==> src/sv/codel_pkg.sv <==
`timescale 1ns / 1ps
`default_nettype none
package codel_pkg;

    localparam int RSQRT_FRAC_BITS_DEF = 16;

    localparam int CMD_W   = 2;
    localparam int TIME_W  = 32;
    localparam int BYTES_W = 16;
    localparam int BKLG_W  = 24;
    localparam int QPK_W   = 16;
    localparam int IVL_W   = 24;
    localparam int TGT_W   = 24;
    localparam int QLIM_W  = 16;
    localparam int CNT_W   = 16;
    localparam int VERD_W  = 3;
    localparam int CFG_IDX_W  = 2;
    localparam int CFG_DATA_W = 24;

    localparam logic [CFG_IDX_W-1:0] CFG_INTERVAL = 2'd0;
    localparam logic [CFG_IDX_W-1:0] CFG_TARGET   = 2'd1;
    localparam logic [CFG_IDX_W-1:0] CFG_QLIMIT   = 2'd2;

    localparam logic [CMD_W-1:0] CMD_ARRIVE = 2'd0;
    localparam logic [CMD_W-1:0] CMD_DEQ    = 2'd1;

    typedef enum logic [VERD_W-1:0] {
        V_DELIVER  = 3'd0,
        V_DROP     = 3'd1,
        V_EMPTY    = 3'd2,
        V_ACCEPT   = 3'd3,
        V_TAILDROP = 3'd4
    } t_verdict;

    typedef struct packed {
        logic load;
        logic track;
        logic rsq_start;
        logic arm_wr;
        logic upd;
        logic ndt_wr;
        logic fin_drop;
        logic finish;
    } t_cmd;

    typedef struct packed {
        logic is_arrival;
        logic need_rsq1;
        logic need_rsq2;
        logic rsq_done;
    } t_stat;

endpackage
`default_nettype wire

==> src/sv/codel_rsq.sv <==
`timescale 1ns / 1ps
`default_nettype none
// delta = (interval * floor(2^F / sqrt(max(c,1)))) >> F
// bit-serial divide of 2^2F by c, then digit-by-digit square root, then one multiply
module codel_rsq import codel_pkg::*; #(
    parameter int F = RSQRT_FRAC_BITS_DEF
) (
    input  wire logic             i_clk,
    input  wire logic             i_rst_n,
    input  wire logic             i_start,
    input  wire logic [CNT_W-1:0] i_count,
    input  wire logic [IVL_W-1:0] i_interval,
    output logic                  o_done,
    output logic [IVL_W-1:0]      o_delta
);
    localparam int QW = 2 * F + 1;
    localparam int RW = F + 1;
    localparam int SW = 2 * RW;
    localparam int PW = IVL_W + RW;
    localparam int KW = $clog2(QW + 1);

    typedef enum logic [2:0] {S_IDLE, S_DIV, S_SQRT, S_MUL, S_DONE} t_state;

    t_state            r_state;
    logic [KW-1:0]     r_cnt;
    logic [CNT_W-1:0]  r_div;
    logic [CNT_W:0]    r_rem;
    logic [QW-1:0]     r_q;
    logic [SW-1:0]     r_s;
    logic [RW+1:0]     r_r;
    logic [RW-1:0]     r_y;
    logic [PW-1:0]     r_prod;

    logic [CNT_W:0]    rem_sh;
    logic              q_bit;
    logic [CNT_W:0]    n_rem;
    logic [QW-1:0]     n_q;
    logic [RW+1:0]     r_sh;
    logic [RW+1:0]     trial;
    logic [RW+1:0]     n_r;
    logic [RW-1:0]     n_y;

    always_comb begin
        rem_sh = {r_rem[CNT_W-1:0], (r_cnt == KW'(2 * F))};
        q_bit  = (rem_sh >= {1'b0, r_div});
        n_rem  = q_bit ? (rem_sh - {1'b0, r_div}) : rem_sh;
        n_q    = {r_q[QW-2:0], q_bit};
        r_sh   = {r_r[RW-1:0], r_s[SW-1:SW-2]};
        trial  = {r_y, 2'b01};
        if (r_sh >= trial) begin
            n_r = r_sh - trial;
            n_y = {r_y[RW-2:0], 1'b1};
        end else begin
            n_r = r_sh;
            n_y = {r_y[RW-2:0], 1'b0};
        end
    end

    always_ff @(posedge i_clk) begin
        if (!i_rst_n) begin
            r_state <= S_IDLE;
        end else begin
            case (r_state)
                S_IDLE: begin
                    if (i_start) begin
                        r_div   <= (i_count == '0) ? CNT_W'(1) : i_count;
                        r_rem   <= '0;
                        r_q     <= '0;
                        r_cnt   <= KW'(QW - 1);
                        r_state <= S_DIV;
                    end
                end
                S_DIV: begin
                    r_rem <= n_rem;
                    r_q   <= n_q;
                    if (r_cnt == '0) begin
                        r_s     <= {1'b0, n_q};
                        r_r     <= '0;
                        r_y     <= '0;
                        r_cnt   <= KW'(RW - 1);
                        r_state <= S_SQRT;
                    end else begin
                        r_cnt <= r_cnt - 1'b1;
                    end
                end
                S_SQRT: begin
                    r_r <= n_r;
                    r_y <= n_y;
                    r_s <= {r_s[SW-3:0], 2'b00};
                    if (r_cnt == '0) begin
                        r_state <= S_MUL;
                    end else begin
                        r_cnt <= r_cnt - 1'b1;
                    end
                end
                S_MUL: begin
                    r_prod  <= PW'(i_interval) * PW'(r_y);
                    r_state <= S_DONE;
                end
                S_DONE: begin
                    r_state <= S_IDLE;
                end
                default: r_state <= S_IDLE;
            endcase
        end
    end

    assign o_done  = (r_state == S_DONE);
    assign o_delta = r_prod[F +: IVL_W];

endmodule
`default_nettype wire

==> src/sv/codel_dp.sv <==
`timescale 1ns / 1ps
`default_nettype none
module codel_dp import codel_pkg::*; #(
    parameter int RSQRT_FRAC_BITS = RSQRT_FRAC_BITS_DEF
) (
    input  wire logic                  i_clk,
    input  wire logic                  i_rst_n,
    input  wire t_cmd                  i_cmd,
    output t_stat                      o_stat,
    input  wire logic                  i_cfg_we,
    input  wire logic [CFG_IDX_W-1:0]  i_cfg_index,
    input  wire logic [CFG_DATA_W-1:0] i_cfg_data,
    input  wire logic [CMD_W-1:0]      i_command,
    input  wire logic [TIME_W-1:0]     i_now_ticks,
    input  wire logic [TIME_W-1:0]     i_arrival_stamp,
    input  wire logic [BYTES_W-1:0]    i_packet_bytes,
    input  wire logic [BKLG_W-1:0]     i_backlog_bytes,
    input  wire logic [QPK_W-1:0]      i_queue_packets,
    output logic [VERD_W-1:0]          o_verdict,
    output logic [TIME_W-1:0]          o_stamp_out,
    output logic [TIME_W-1:0]          o_sojourn_ticks,
    output logic                       o_in_dropping
);
    logic [IVL_W-1:0]   r_interval;
    logic [TGT_W-1:0]   r_target;
    logic [QLIM_W-1:0]  r_qlimit;

    logic [CMD_W-1:0]   r_command;
    logic [TIME_W-1:0]  r_now;
    logic [TIME_W-1:0]  r_stamp;
    logic [BYTES_W-1:0] r_bytes;
    logic [BKLG_W-1:0]  r_backlog;
    logic [QPK_W-1:0]   r_qpk;

    logic               r_dropping;
    logic [CNT_W-1:0]   r_count;
    logic [TIME_W-1:0]  r_ndt;
    logic [TIME_W-1:0]  r_asd;
    logic               r_dap;
    logic [BYTES_W-1:0] r_lp;
    logic               r_rp;
    logic               r_ep;
    logic               r_ok;
    logic               r_drop;
    logic               r_br2;
    logic               r_base_now;

    logic               rsq_done;
    logic [IVL_W-1:0]   rsq_delta;

    codel_rsq #(.F(RSQRT_FRAC_BITS)) u_rsq (
        .i_clk      (i_clk),
        .i_rst_n    (i_rst_n),
        .i_start    (i_cmd.rsq_start),
        .i_count    (r_count),
        .i_interval (r_interval),
        .o_done     (rsq_done),
        .o_delta    (rsq_delta)
    );

    logic               have;
    logic [TIME_W-1:0]  sojourn;
    logic [BYTES_W-1:0] lp_new;
    logic               below;
    logic               arm;
    logic               recent;
    logic [TIME_W-1:0]  rd_diff;
    logic [TIME_W-1:0]  asd_diff;
    logic [TIME_W-1:0]  ndt_diff;
    logic [CNT_W+5:0]   decay;
    logic [CNT_W-1:0]   cnt_m2;
    t_verdict           verd;

    always_comb begin
        have     = (r_command == CMD_DEQ);
        sojourn  = r_now - r_stamp;
        lp_new   = (have && (r_lp < r_bytes)) ? r_bytes : r_lp;
        below    = (sojourn < TIME_W'(r_target)) || (r_backlog <= BKLG_W'(lp_new));
        arm      = !r_dap && (r_asd == '0);
        rd_diff  = r_now - r_ndt;
        // signed difference below 8 * interval; negative always qualifies
        recent   = rd_diff[TIME_W-1] ||
                   (rd_diff[TIME_W-2:0] < (TIME_W-1)'({r_interval, 3'b000}));
        asd_diff = r_now - r_asd;
        ndt_diff = r_now - r_ndt;
        cnt_m2   = r_count - CNT_W'(2);
        decay    = ({r_count, 6'b0} - (CNT_W+6)'(r_count)) >> 6;
        if (r_command == CMD_ARRIVE) begin
            verd = (r_qpk >= r_qlimit) ? V_TAILDROP : V_ACCEPT;
        end else if (r_drop) begin
            verd = V_DROP;
        end else begin
            verd = have ? V_DELIVER : V_EMPTY;
        end
    end

    always_comb begin
        o_stat.is_arrival = (r_command == CMD_ARRIVE);
        o_stat.need_rsq1  = have && !below && arm && recent && (r_count > CNT_W'(1));
        o_stat.need_rsq2  = r_ep || (r_rp && r_ok);
        o_stat.rsq_done   = rsq_done;
    end

    always_ff @(posedge i_clk) begin
        if (!i_rst_n) begin
            r_interval <= IVL_W'(100000);
            r_target   <= TGT_W'(5000);
            r_qlimit   <= QLIM_W'(50);
            r_dropping <= 1'b0;
            r_count    <= '0;
            r_ndt      <= '0;
            r_asd      <= '0;
            r_dap      <= 1'b1;
            r_lp       <= BYTES_W'(256);
            r_rp       <= 1'b0;
            r_ep       <= 1'b0;
        end else begin
            if (i_cfg_we) begin
                case (i_cfg_index)
                    CFG_INTERVAL: r_interval <= i_cfg_data[IVL_W-1:0];
                    CFG_TARGET:   r_target   <= i_cfg_data[TGT_W-1:0];
                    CFG_QLIMIT:   r_qlimit   <= i_cfg_data[QLIM_W-1:0];
                    default: ;
                endcase
            end
            if (i_cmd.track) begin
                r_lp <= lp_new;
                r_ok <= 1'b0;
                if (!have || below) begin
                    r_asd <= '0;
                    r_dap <= 1'b0;
                end else if (arm) begin
                    if (!(recent && (r_count > CNT_W'(1)))) begin
                        r_asd <= r_now + TIME_W'(r_interval);
                    end
                end else begin
                    r_ok <= r_dap || !asd_diff[TIME_W-1];
                end
            end
            if (i_cmd.arm_wr) begin
                r_asd <= r_now + TIME_W'(rsq_delta);
            end
            if (i_cmd.upd) begin
                r_drop <= 1'b0;
                r_br2  <= 1'b0;
                if (r_ep) begin
                    r_ep       <= 1'b0;
                    r_dropping <= 1'b1;
                    r_base_now <= 1'b1;
                    if ((r_count > CNT_W'(2)) && recent) begin
                        r_count <= (cnt_m2 > CNT_W'(126)) ? decay[CNT_W-1:0] : cnt_m2;
                    end else begin
                        r_count <= CNT_W'(1);
                    end
                end else if (r_rp || r_dropping) begin
                    r_br2 <= 1'b1;
                    if (r_rp) begin
                        r_rp <= 1'b0;
                        if (!r_ok) begin
                            r_dropping <= 1'b0;
                        end else begin
                            r_base_now <= 1'b0;
                            if (r_count != '1) begin
                                r_count <= r_count + 1'b1;
                            end
                        end
                    end else if (!r_ok) begin
                        r_dropping <= 1'b0;
                    end
                end else if (r_ok) begin
                    r_drop <= 1'b1;
                    r_ep   <= 1'b1;
                end
            end
            if (i_cmd.ndt_wr) begin
                r_ndt <= (r_base_now ? r_now : r_ndt) + TIME_W'(rsq_delta);
            end
            if (i_cmd.fin_drop) begin
                if (r_br2 && r_dropping && have && !ndt_diff[TIME_W-1]) begin
                    r_drop <= 1'b1;
                    r_rp   <= 1'b1;
                end
            end
        end
    end

    // input latch and result registers: payload only
    always_ff @(posedge i_clk) begin
        if (i_cmd.load) begin
            r_command <= i_command;
            r_now     <= i_now_ticks;
            r_stamp   <= i_arrival_stamp;
            r_bytes   <= i_packet_bytes;
            r_backlog <= i_backlog_bytes;
            r_qpk     <= i_queue_packets;
        end
        if (i_cmd.finish) begin
            o_verdict       <= verd;
            o_stamp_out     <= (verd == V_ACCEPT) ? r_now : '0;
            o_sojourn_ticks <= have ? sojourn : '0;
            o_in_dropping   <= r_dropping;
        end
    end

endmodule
`default_nettype wire

==> src/sv/codel_ctrl.sv <==
`timescale 1ns / 1ps
`default_nettype none
module codel_ctrl import codel_pkg::*; (
    input  wire logic  i_clk,
    input  wire logic  i_rst_n,
    input  wire logic  i_in_valid,
    output logic       o_in_ready,
    output logic       o_out_valid,
    input  wire logic  i_out_ready,
    input  wire t_stat i_stat,
    output t_cmd       o_cmd
);
    typedef enum logic [3:0] {
        S_IDLE, S_TRACK, S_WAIT1, S_UPD, S_START2, S_WAIT2, S_FINAL, S_OUT
    } t_state;

    t_state r_state;
    logic   out_free;

    assign out_free   = !o_out_valid || i_out_ready;
    assign o_in_ready = (r_state == S_IDLE);

    always_comb begin
        o_cmd           = '0;
        o_cmd.load      = (r_state == S_IDLE) && i_in_valid;
        o_cmd.track     = (r_state == S_TRACK) && !i_stat.is_arrival;
        o_cmd.rsq_start = ((r_state == S_TRACK) && !i_stat.is_arrival && i_stat.need_rsq1) ||
                          (r_state == S_START2);
        o_cmd.arm_wr    = (r_state == S_WAIT1) && i_stat.rsq_done;
        o_cmd.upd       = (r_state == S_UPD);
        o_cmd.ndt_wr    = (r_state == S_WAIT2) && i_stat.rsq_done;
        o_cmd.fin_drop  = (r_state == S_FINAL);
        o_cmd.finish    = (r_state == S_OUT) && out_free;
    end

    always_ff @(posedge i_clk) begin
        if (!i_rst_n) begin
            r_state     <= S_IDLE;
            o_out_valid <= 1'b0;
        end else begin
            if (o_cmd.finish) begin
                o_out_valid <= 1'b1;
            end else if (i_out_ready) begin
                o_out_valid <= 1'b0;
            end
            case (r_state)
                S_IDLE: begin
                    if (i_in_valid) r_state <= S_TRACK;
                end
                S_TRACK: begin
                    if (i_stat.is_arrival) r_state <= S_OUT;
                    else if (i_stat.need_rsq1) r_state <= S_WAIT1;
                    else r_state <= S_UPD;
                end
                S_WAIT1: begin
                    if (i_stat.rsq_done) r_state <= S_UPD;
                end
                S_UPD: begin
                    r_state <= i_stat.need_rsq2 ? S_START2 : S_FINAL;
                end
                S_START2: r_state <= S_WAIT2;
                S_WAIT2: begin
                    if (i_stat.rsq_done) r_state <= S_FINAL;
                end
                S_FINAL: r_state <= S_OUT;
                S_OUT: begin
                    if (out_free) r_state <= S_IDLE;
                end
                default: r_state <= S_IDLE;
            endcase
        end
    end

endmodule
`default_nettype wire

==> src/sv/codel_drop_controller_top.sv <==
`timescale 1ns / 1ps
`default_nettype none
// CoDel drop decision engine. One event beat in, one verdict beat out.
// Input channel (i_in_valid / o_in_ready): command 0 arrival, 1 dequeued head
// packet, 2 or 3 empty dequeue, with time, stamp, sizes and queue depth.
// Output channel (o_out_valid / i_out_ready): verdict, stamp, sojourn and the
// dropping flag after the event.
// An arrival runs no reciprocal square root pass (F = RSQRT_FRAC_BITS fraction
// bits). A dequeue runs one when the above-target deadline is armed from the
// control law, and another when a drop updates the next drop time. That unit
// (bit-serial divide, then square root, then one multiply) sets the rate; one
// event is worked at a time, and the next beat is taken the cycle after the
// result is loaded.
// Configuration writes (i_cfg_we) take effect at once; write while idle.
// Reset (synchronous, active low) restores register defaults and clears the
// dropping state. When the receiver stalls, the verdict is held in the output
// register; the next event may be taken and worked up to its result.
module codel_drop_controller_top import codel_pkg::*; #(
    parameter int RSQRT_FRAC_BITS = RSQRT_FRAC_BITS_DEF
) (
    input  wire logic                  i_clk,
    input  wire logic                  i_rst_n,
    input  wire logic                  i_cfg_we,
    input  wire logic [CFG_IDX_W-1:0]  i_cfg_index,
    input  wire logic [CFG_DATA_W-1:0] i_cfg_data,
    input  wire logic                  i_in_valid,
    output logic                       o_in_ready,
    input  wire logic [CMD_W-1:0]      i_command,
    input  wire logic [TIME_W-1:0]     i_now_ticks,
    input  wire logic [TIME_W-1:0]     i_arrival_stamp,
    input  wire logic [BYTES_W-1:0]    i_packet_bytes,
    input  wire logic [BKLG_W-1:0]     i_backlog_bytes,
    input  wire logic [QPK_W-1:0]      i_queue_packets,
    output logic                       o_out_valid,
    input  wire logic                  i_out_ready,
    output logic [VERD_W-1:0]          o_verdict,
    output logic [TIME_W-1:0]          o_stamp_out,
    output logic [TIME_W-1:0]          o_sojourn_ticks,
    output logic                       o_in_dropping
);
    t_cmd  cmd;
    t_stat stat;

    codel_ctrl u_ctrl (
        .i_clk       (i_clk),
        .i_rst_n     (i_rst_n),
        .i_in_valid  (i_in_valid),
        .o_in_ready  (o_in_ready),
        .o_out_valid (o_out_valid),
        .i_out_ready (i_out_ready),
        .i_stat      (stat),
        .o_cmd       (cmd)
    );

    codel_dp #(.RSQRT_FRAC_BITS(RSQRT_FRAC_BITS)) u_dp (
        .i_clk           (i_clk),
        .i_rst_n         (i_rst_n),
        .i_cmd           (cmd),
        .o_stat          (stat),
        .i_cfg_we        (i_cfg_we),
        .i_cfg_index     (i_cfg_index),
        .i_cfg_data      (i_cfg_data),
        .i_command       (i_command),
        .i_now_ticks     (i_now_ticks),
        .i_arrival_stamp (i_arrival_stamp),
        .i_packet_bytes  (i_packet_bytes),
        .i_backlog_bytes (i_backlog_bytes),
        .i_queue_packets (i_queue_packets),
        .o_verdict       (o_verdict),
        .o_stamp_out     (o_stamp_out),
        .o_sojourn_ticks (o_sojourn_ticks),
        .o_in_dropping   (o_in_dropping)
    );

endmodule
`default_nettype wire

==> config.mk <==
export PLATFORM = sky130hd
export DESIGN_NAME = codel_drop_controller_top
export DESIGN_NICKNAME = d
export VERILOG_FILES = /design/src/sv/codel_pkg.sv /design/src/sv/codel_rsq.sv /design/src/sv/codel_dp.sv /design/src/sv/codel_ctrl.sv /design/src/sv/codel_drop_controller_top.sv
export SDC_FILE = /design/constraint.sdc
export NUM_CORES = 2
export LEC_CHECK = 0
export ABC_AREA = 1
export BUFFER_PORTS_ARGS = -buffer_cell sky130_fd_sc_hd__buf_2
export CAP_MARGIN = 20
export CORE_MARGIN = 2
export CORE_UTILIZATION = 40
export CTS_BUF_LIST = sky130_fd_sc_hd__clkbuf_4
export DETAILED_ROUTE_END_ITERATION = 8
export GPL_TIMING_DRIVEN = 0
export PLACE_DENSITY = 0.61
export SYNTH_ARGS = -nofsm -noshare
export SYNTH_HDL_FRONTEND = slang
export SYNTH_SLANG_ARGS = --single-unit
==> constraint.sdc <==
create_clock -name i_clk -period 12.3 [get_ports i_clk]
set_input_delay 0 -clock i_clk [delete_from_list [all_inputs] [get_ports i_clk]]
set_output_delay 0 -clock i_clk [all_outputs]
set_load 0.02 [all_outputs]
==> impl_metrics.toml <==
[logic_synthesis]
ys_types = 64
ys_warn_count = 0
yosysMostFrequentCell = "nand2_1"
synth.top_cell.area_share_pct = 22.8
syn_inst = 5889
synth_edf_count = 356
synth_nets = 6792
ys_ff_latch = 527
yosysTopAreaCell = "edfxtp_1"
synthTopCellsByCount = "1,227 x nand2_1, 1,207 x inv_1, 447 x a21oi_1"
async_reset_ff_share_pct = 0
syn_avg_cell_area_um2 = 7.95
synth_area_leaders = "edfxtp_1 23%, fa_1 14%, ha_1 11%, nand2_1 9.8%, inv_1 9.7%"
yosysSeqAreaShare_pct = 30.1
netlist_area_um2 = 46800
synth-main-ff-cell = "edfxtp_1"

[setup_path]
start_kind = "flip-flop"
worst_ep_arrival_time_ns = 8.51
cp-end-kind = "flip-flop"
cp.required_ns = 13.12
path_max_fanout = 10
crit_type = "reg -> reg"

[timing]
finalCritPeriodShare_pct = 62.5
setup_slack_ns = 4.61
hold_viol = 0
setup_violations = 0
fin_crit_ns = 7.69
slew_headroom_pct = 25.5
fmax_mhz = 130
tightestPinTransition_ns = 1.12
skew_ns = 0.0912
maxSlewViolCount = 0
grt_setup_unrepaired = "false"
setup_tns_ns = 0

[clock_tree]
clk_pin_slew_ns = 0.07
cts_tree = "done"
cts_max_level = 4
worstSkewPairLatency_ns = 1.12
clk_path_buf_depth = 3
cts_buffers = 152
root_buffer = "clkbuf_4"
cts_num_sinks = 527
postCtsSetupBuffers = 0
postCtsResizedCells = 0

[worst_hold_path]
holdCritPathClass = "in -> reg"

[power_and_ir_drop]
ir_worst_vdd_v = 0.000120
p_leak_uw = 0.0269
powerDensity_nw_per_um2 = 140

[status]
status = "complete, no violations"

[floorplanning]
dieArea_um2 = 120000
die_x_um = 346
core-area_um2 = 116000
start_util_pct = 40.3
die_y_um = 346
rows = 125
ios = 223

[placed_design]
pre_cts_slack_ns = 4.64
port-buffer-count = 222
dpl.hpwl_mm = 122
place_congestion = 0.979

[drt]
avgRoutedWirePerCell_um = 19.0
route.detailed.drc = 0
ant_nets = 0
firstDrtPassIters = 6
wl_met2_mm = 74.8
num_vias = 42581
drt_iter0_drc = 3308
viasPerCell = 5.15
highest_layer = "met4"
met3_length_mm = 9.86
wl_mm = 158
wl_met1_mm = 64.6

[layout]
fillers = 11377
multiInputGateArea_um2 = 27300
drive_gt1_share_pct = 8.93
fin_nets = 7513
areaGrowthSynthToFinish_pct = 18.5
register_area_um2 = 14100

[grt]
grt_use_total_pct = 26.2
overflow = 0
grt_start_max_net_pins = 37
first_global_vias = 43595
antenna_found_initial = 8
grt_pass1_wl_mm = 242

[job]
timing.max_cap.violations = 0
## flip-flops by register name, indices dropped and copies added (netlist names), 16 cells and up
register,cells
u_dp.o_sojourn_ticks,32
u_dp.o_stamp_out,32
u_dp.r_asd,32
u_dp.r_backlog,24
u_dp.r_bytes,16
u_dp.r_count,16
u_dp.r_interval,24
u_dp.r_lp,16
u_dp.r_ndt,32
u_dp.r_now,32
u_dp.r_qlimit,16
u_dp.r_qpk,16
u_dp.r_stamp,32
u_dp.r_target,24
u_dp.u_rsq.r_div,16
u_dp.u_rsq.r_prod,24
u_dp.u_rsq.r_q,32
u_dp.u_rsq.r_r,17
u_dp.u_rsq.r_rem,16
u_dp.u_rsq.r_s,34
u_dp.u_rsq.r_y,17
## power breakdown
group	internal, uW	switching [uW]
Combinational	1330	2360
Sequential	2160	135
Clock	928	841
## layout make-up
type                    count  area share (%)
multi-input cells        3924            49.1
repair buffers            567            8.36
clock inverters            59           0.670
diodes                     10          0.0451
plain buffers             211            1.56
inverters                1227            8.31
clock buffers             224            3.03
flip-flops and latches    527            25.4
well taps                1524            3.44
## path summary, 6_finish.rpt
path	from	endpoint	slack [ns]	cells past startpoint
worst max-delay path	u_dp.r_interval[9]	u_dp.u_rsq.r_prod[36]	4.61	24
worst min-delay path	i_arrival_stamp[4]	u_dp.r_stamp[4]	0.14	3
worst max register to register	u_dp.r_interval[9]	u_dp.u_rsq.r_prod[36]	4.61	24
worst min register to register	u_dp.r_qlimit[2]	u_dp.r_qlimit[2]	0.46	2
## through the flow
| stage | utilization, % | instance area (um2) | total power (uW) | instances | hold slack, ns |
|---|---|---|---|---|---|
| 4_1_cts | 47.7 | 55500 | 7750 | 8263 | 0.00177 |
| 3_3_place_gp | 42.9 | 49800 | 5840 | 7635 | 0.178 |
| 6_report | 47.7 | 55500 | 7750 | 8273 | 0.135 |
| 2_1_floorplan | - | 46800 | 4810 | 5889 | 0.0989 |
| 3_5_place_dp | 43.2 | 50100 | 5880 | 7655 | 0.178 |
| 5_1_grt | 47.7 | 55500 | 8370 | 8270 | 0.0702 |
## what timing repair did
action,in CTS,in global routing
endpoints found under the setup margin,0,0
endpoints found under the hold margin,282,0
hold buffers,325,0
## worst max-delay path, cell delays in order (launching register included)
cell	delay (ns)
dfxtp_1	0.34
clkbuf_1	0.60
clkbuf_1	0.59
nand2_1	0.17
fa_1	0.57
inv_1	0.05
fa_1	0.56
inv_1	0.06
fa_1	0.53
fa_1	0.44
fa_1	0.54
inv_1	0.05
fa_1	0.54
ha_1	0.46
nand2_1	0.09
inv_1	0.10
nand4_1	0.10
o211ai_1	0.46
a21oi_1	0.18
o21ai_0	0.47
nand4_1	0.14
nand2_1	0.15
nand2_1	0.08
nand3_1	0.08
nand2_1	0.06
## logic make-up (layout without fill, tap and decap cells)
logic type	count (synthesis)	after routing	synth area share (%)
AOI/OAI and AO/OA	1050	1050	12.4
xor gates and xnor gates	179	179	3.35
adders and majority gates	750	750	25.4
buffers and inverters	1438	2288	11.7
DFF	527	527	30.1
other	0	10	0
and+or+nand+nor	1945	1945	17.0
## placed cells by master (no fill, tap or decap), drive strengths merged, types with 3 or more instances in the layout
cell type and n:
nand2 1240, inv 1222, a21oi 453, ha 419
clkbuf 410, nor2 388, o21ai 383, edfxtp 356
fa 331, dlygate4sd3 325, buf 267, dfxtp 171
nand3 158, xor2 120, xnor2 59, clkinv 58
a31oi 55, nor3 53, o211ai 51, nand4 46
nor4 27, o21bai 23, o21a 16, or2 15
a21o 13, diode 10, a221oi 9, a211oi 8
a31o 7, and3 7, o31ai 6, nand3b 6
o2111ai 6, a21boi 5, o221ai 4, bufinv 4
o22ai 3
## layer usage
| layer | vias up | track usage, % |
|---|---|---|
| li1 | 20398 | - |
| met1 | 20191 | 31.9 |
| met2 | 1571 | 44.6 |
| met3 | 421 | 3.97 |
| met4 | 0 | 13.8 |
| met5 | - | 0 |
(Power assumes the default switching activity.)
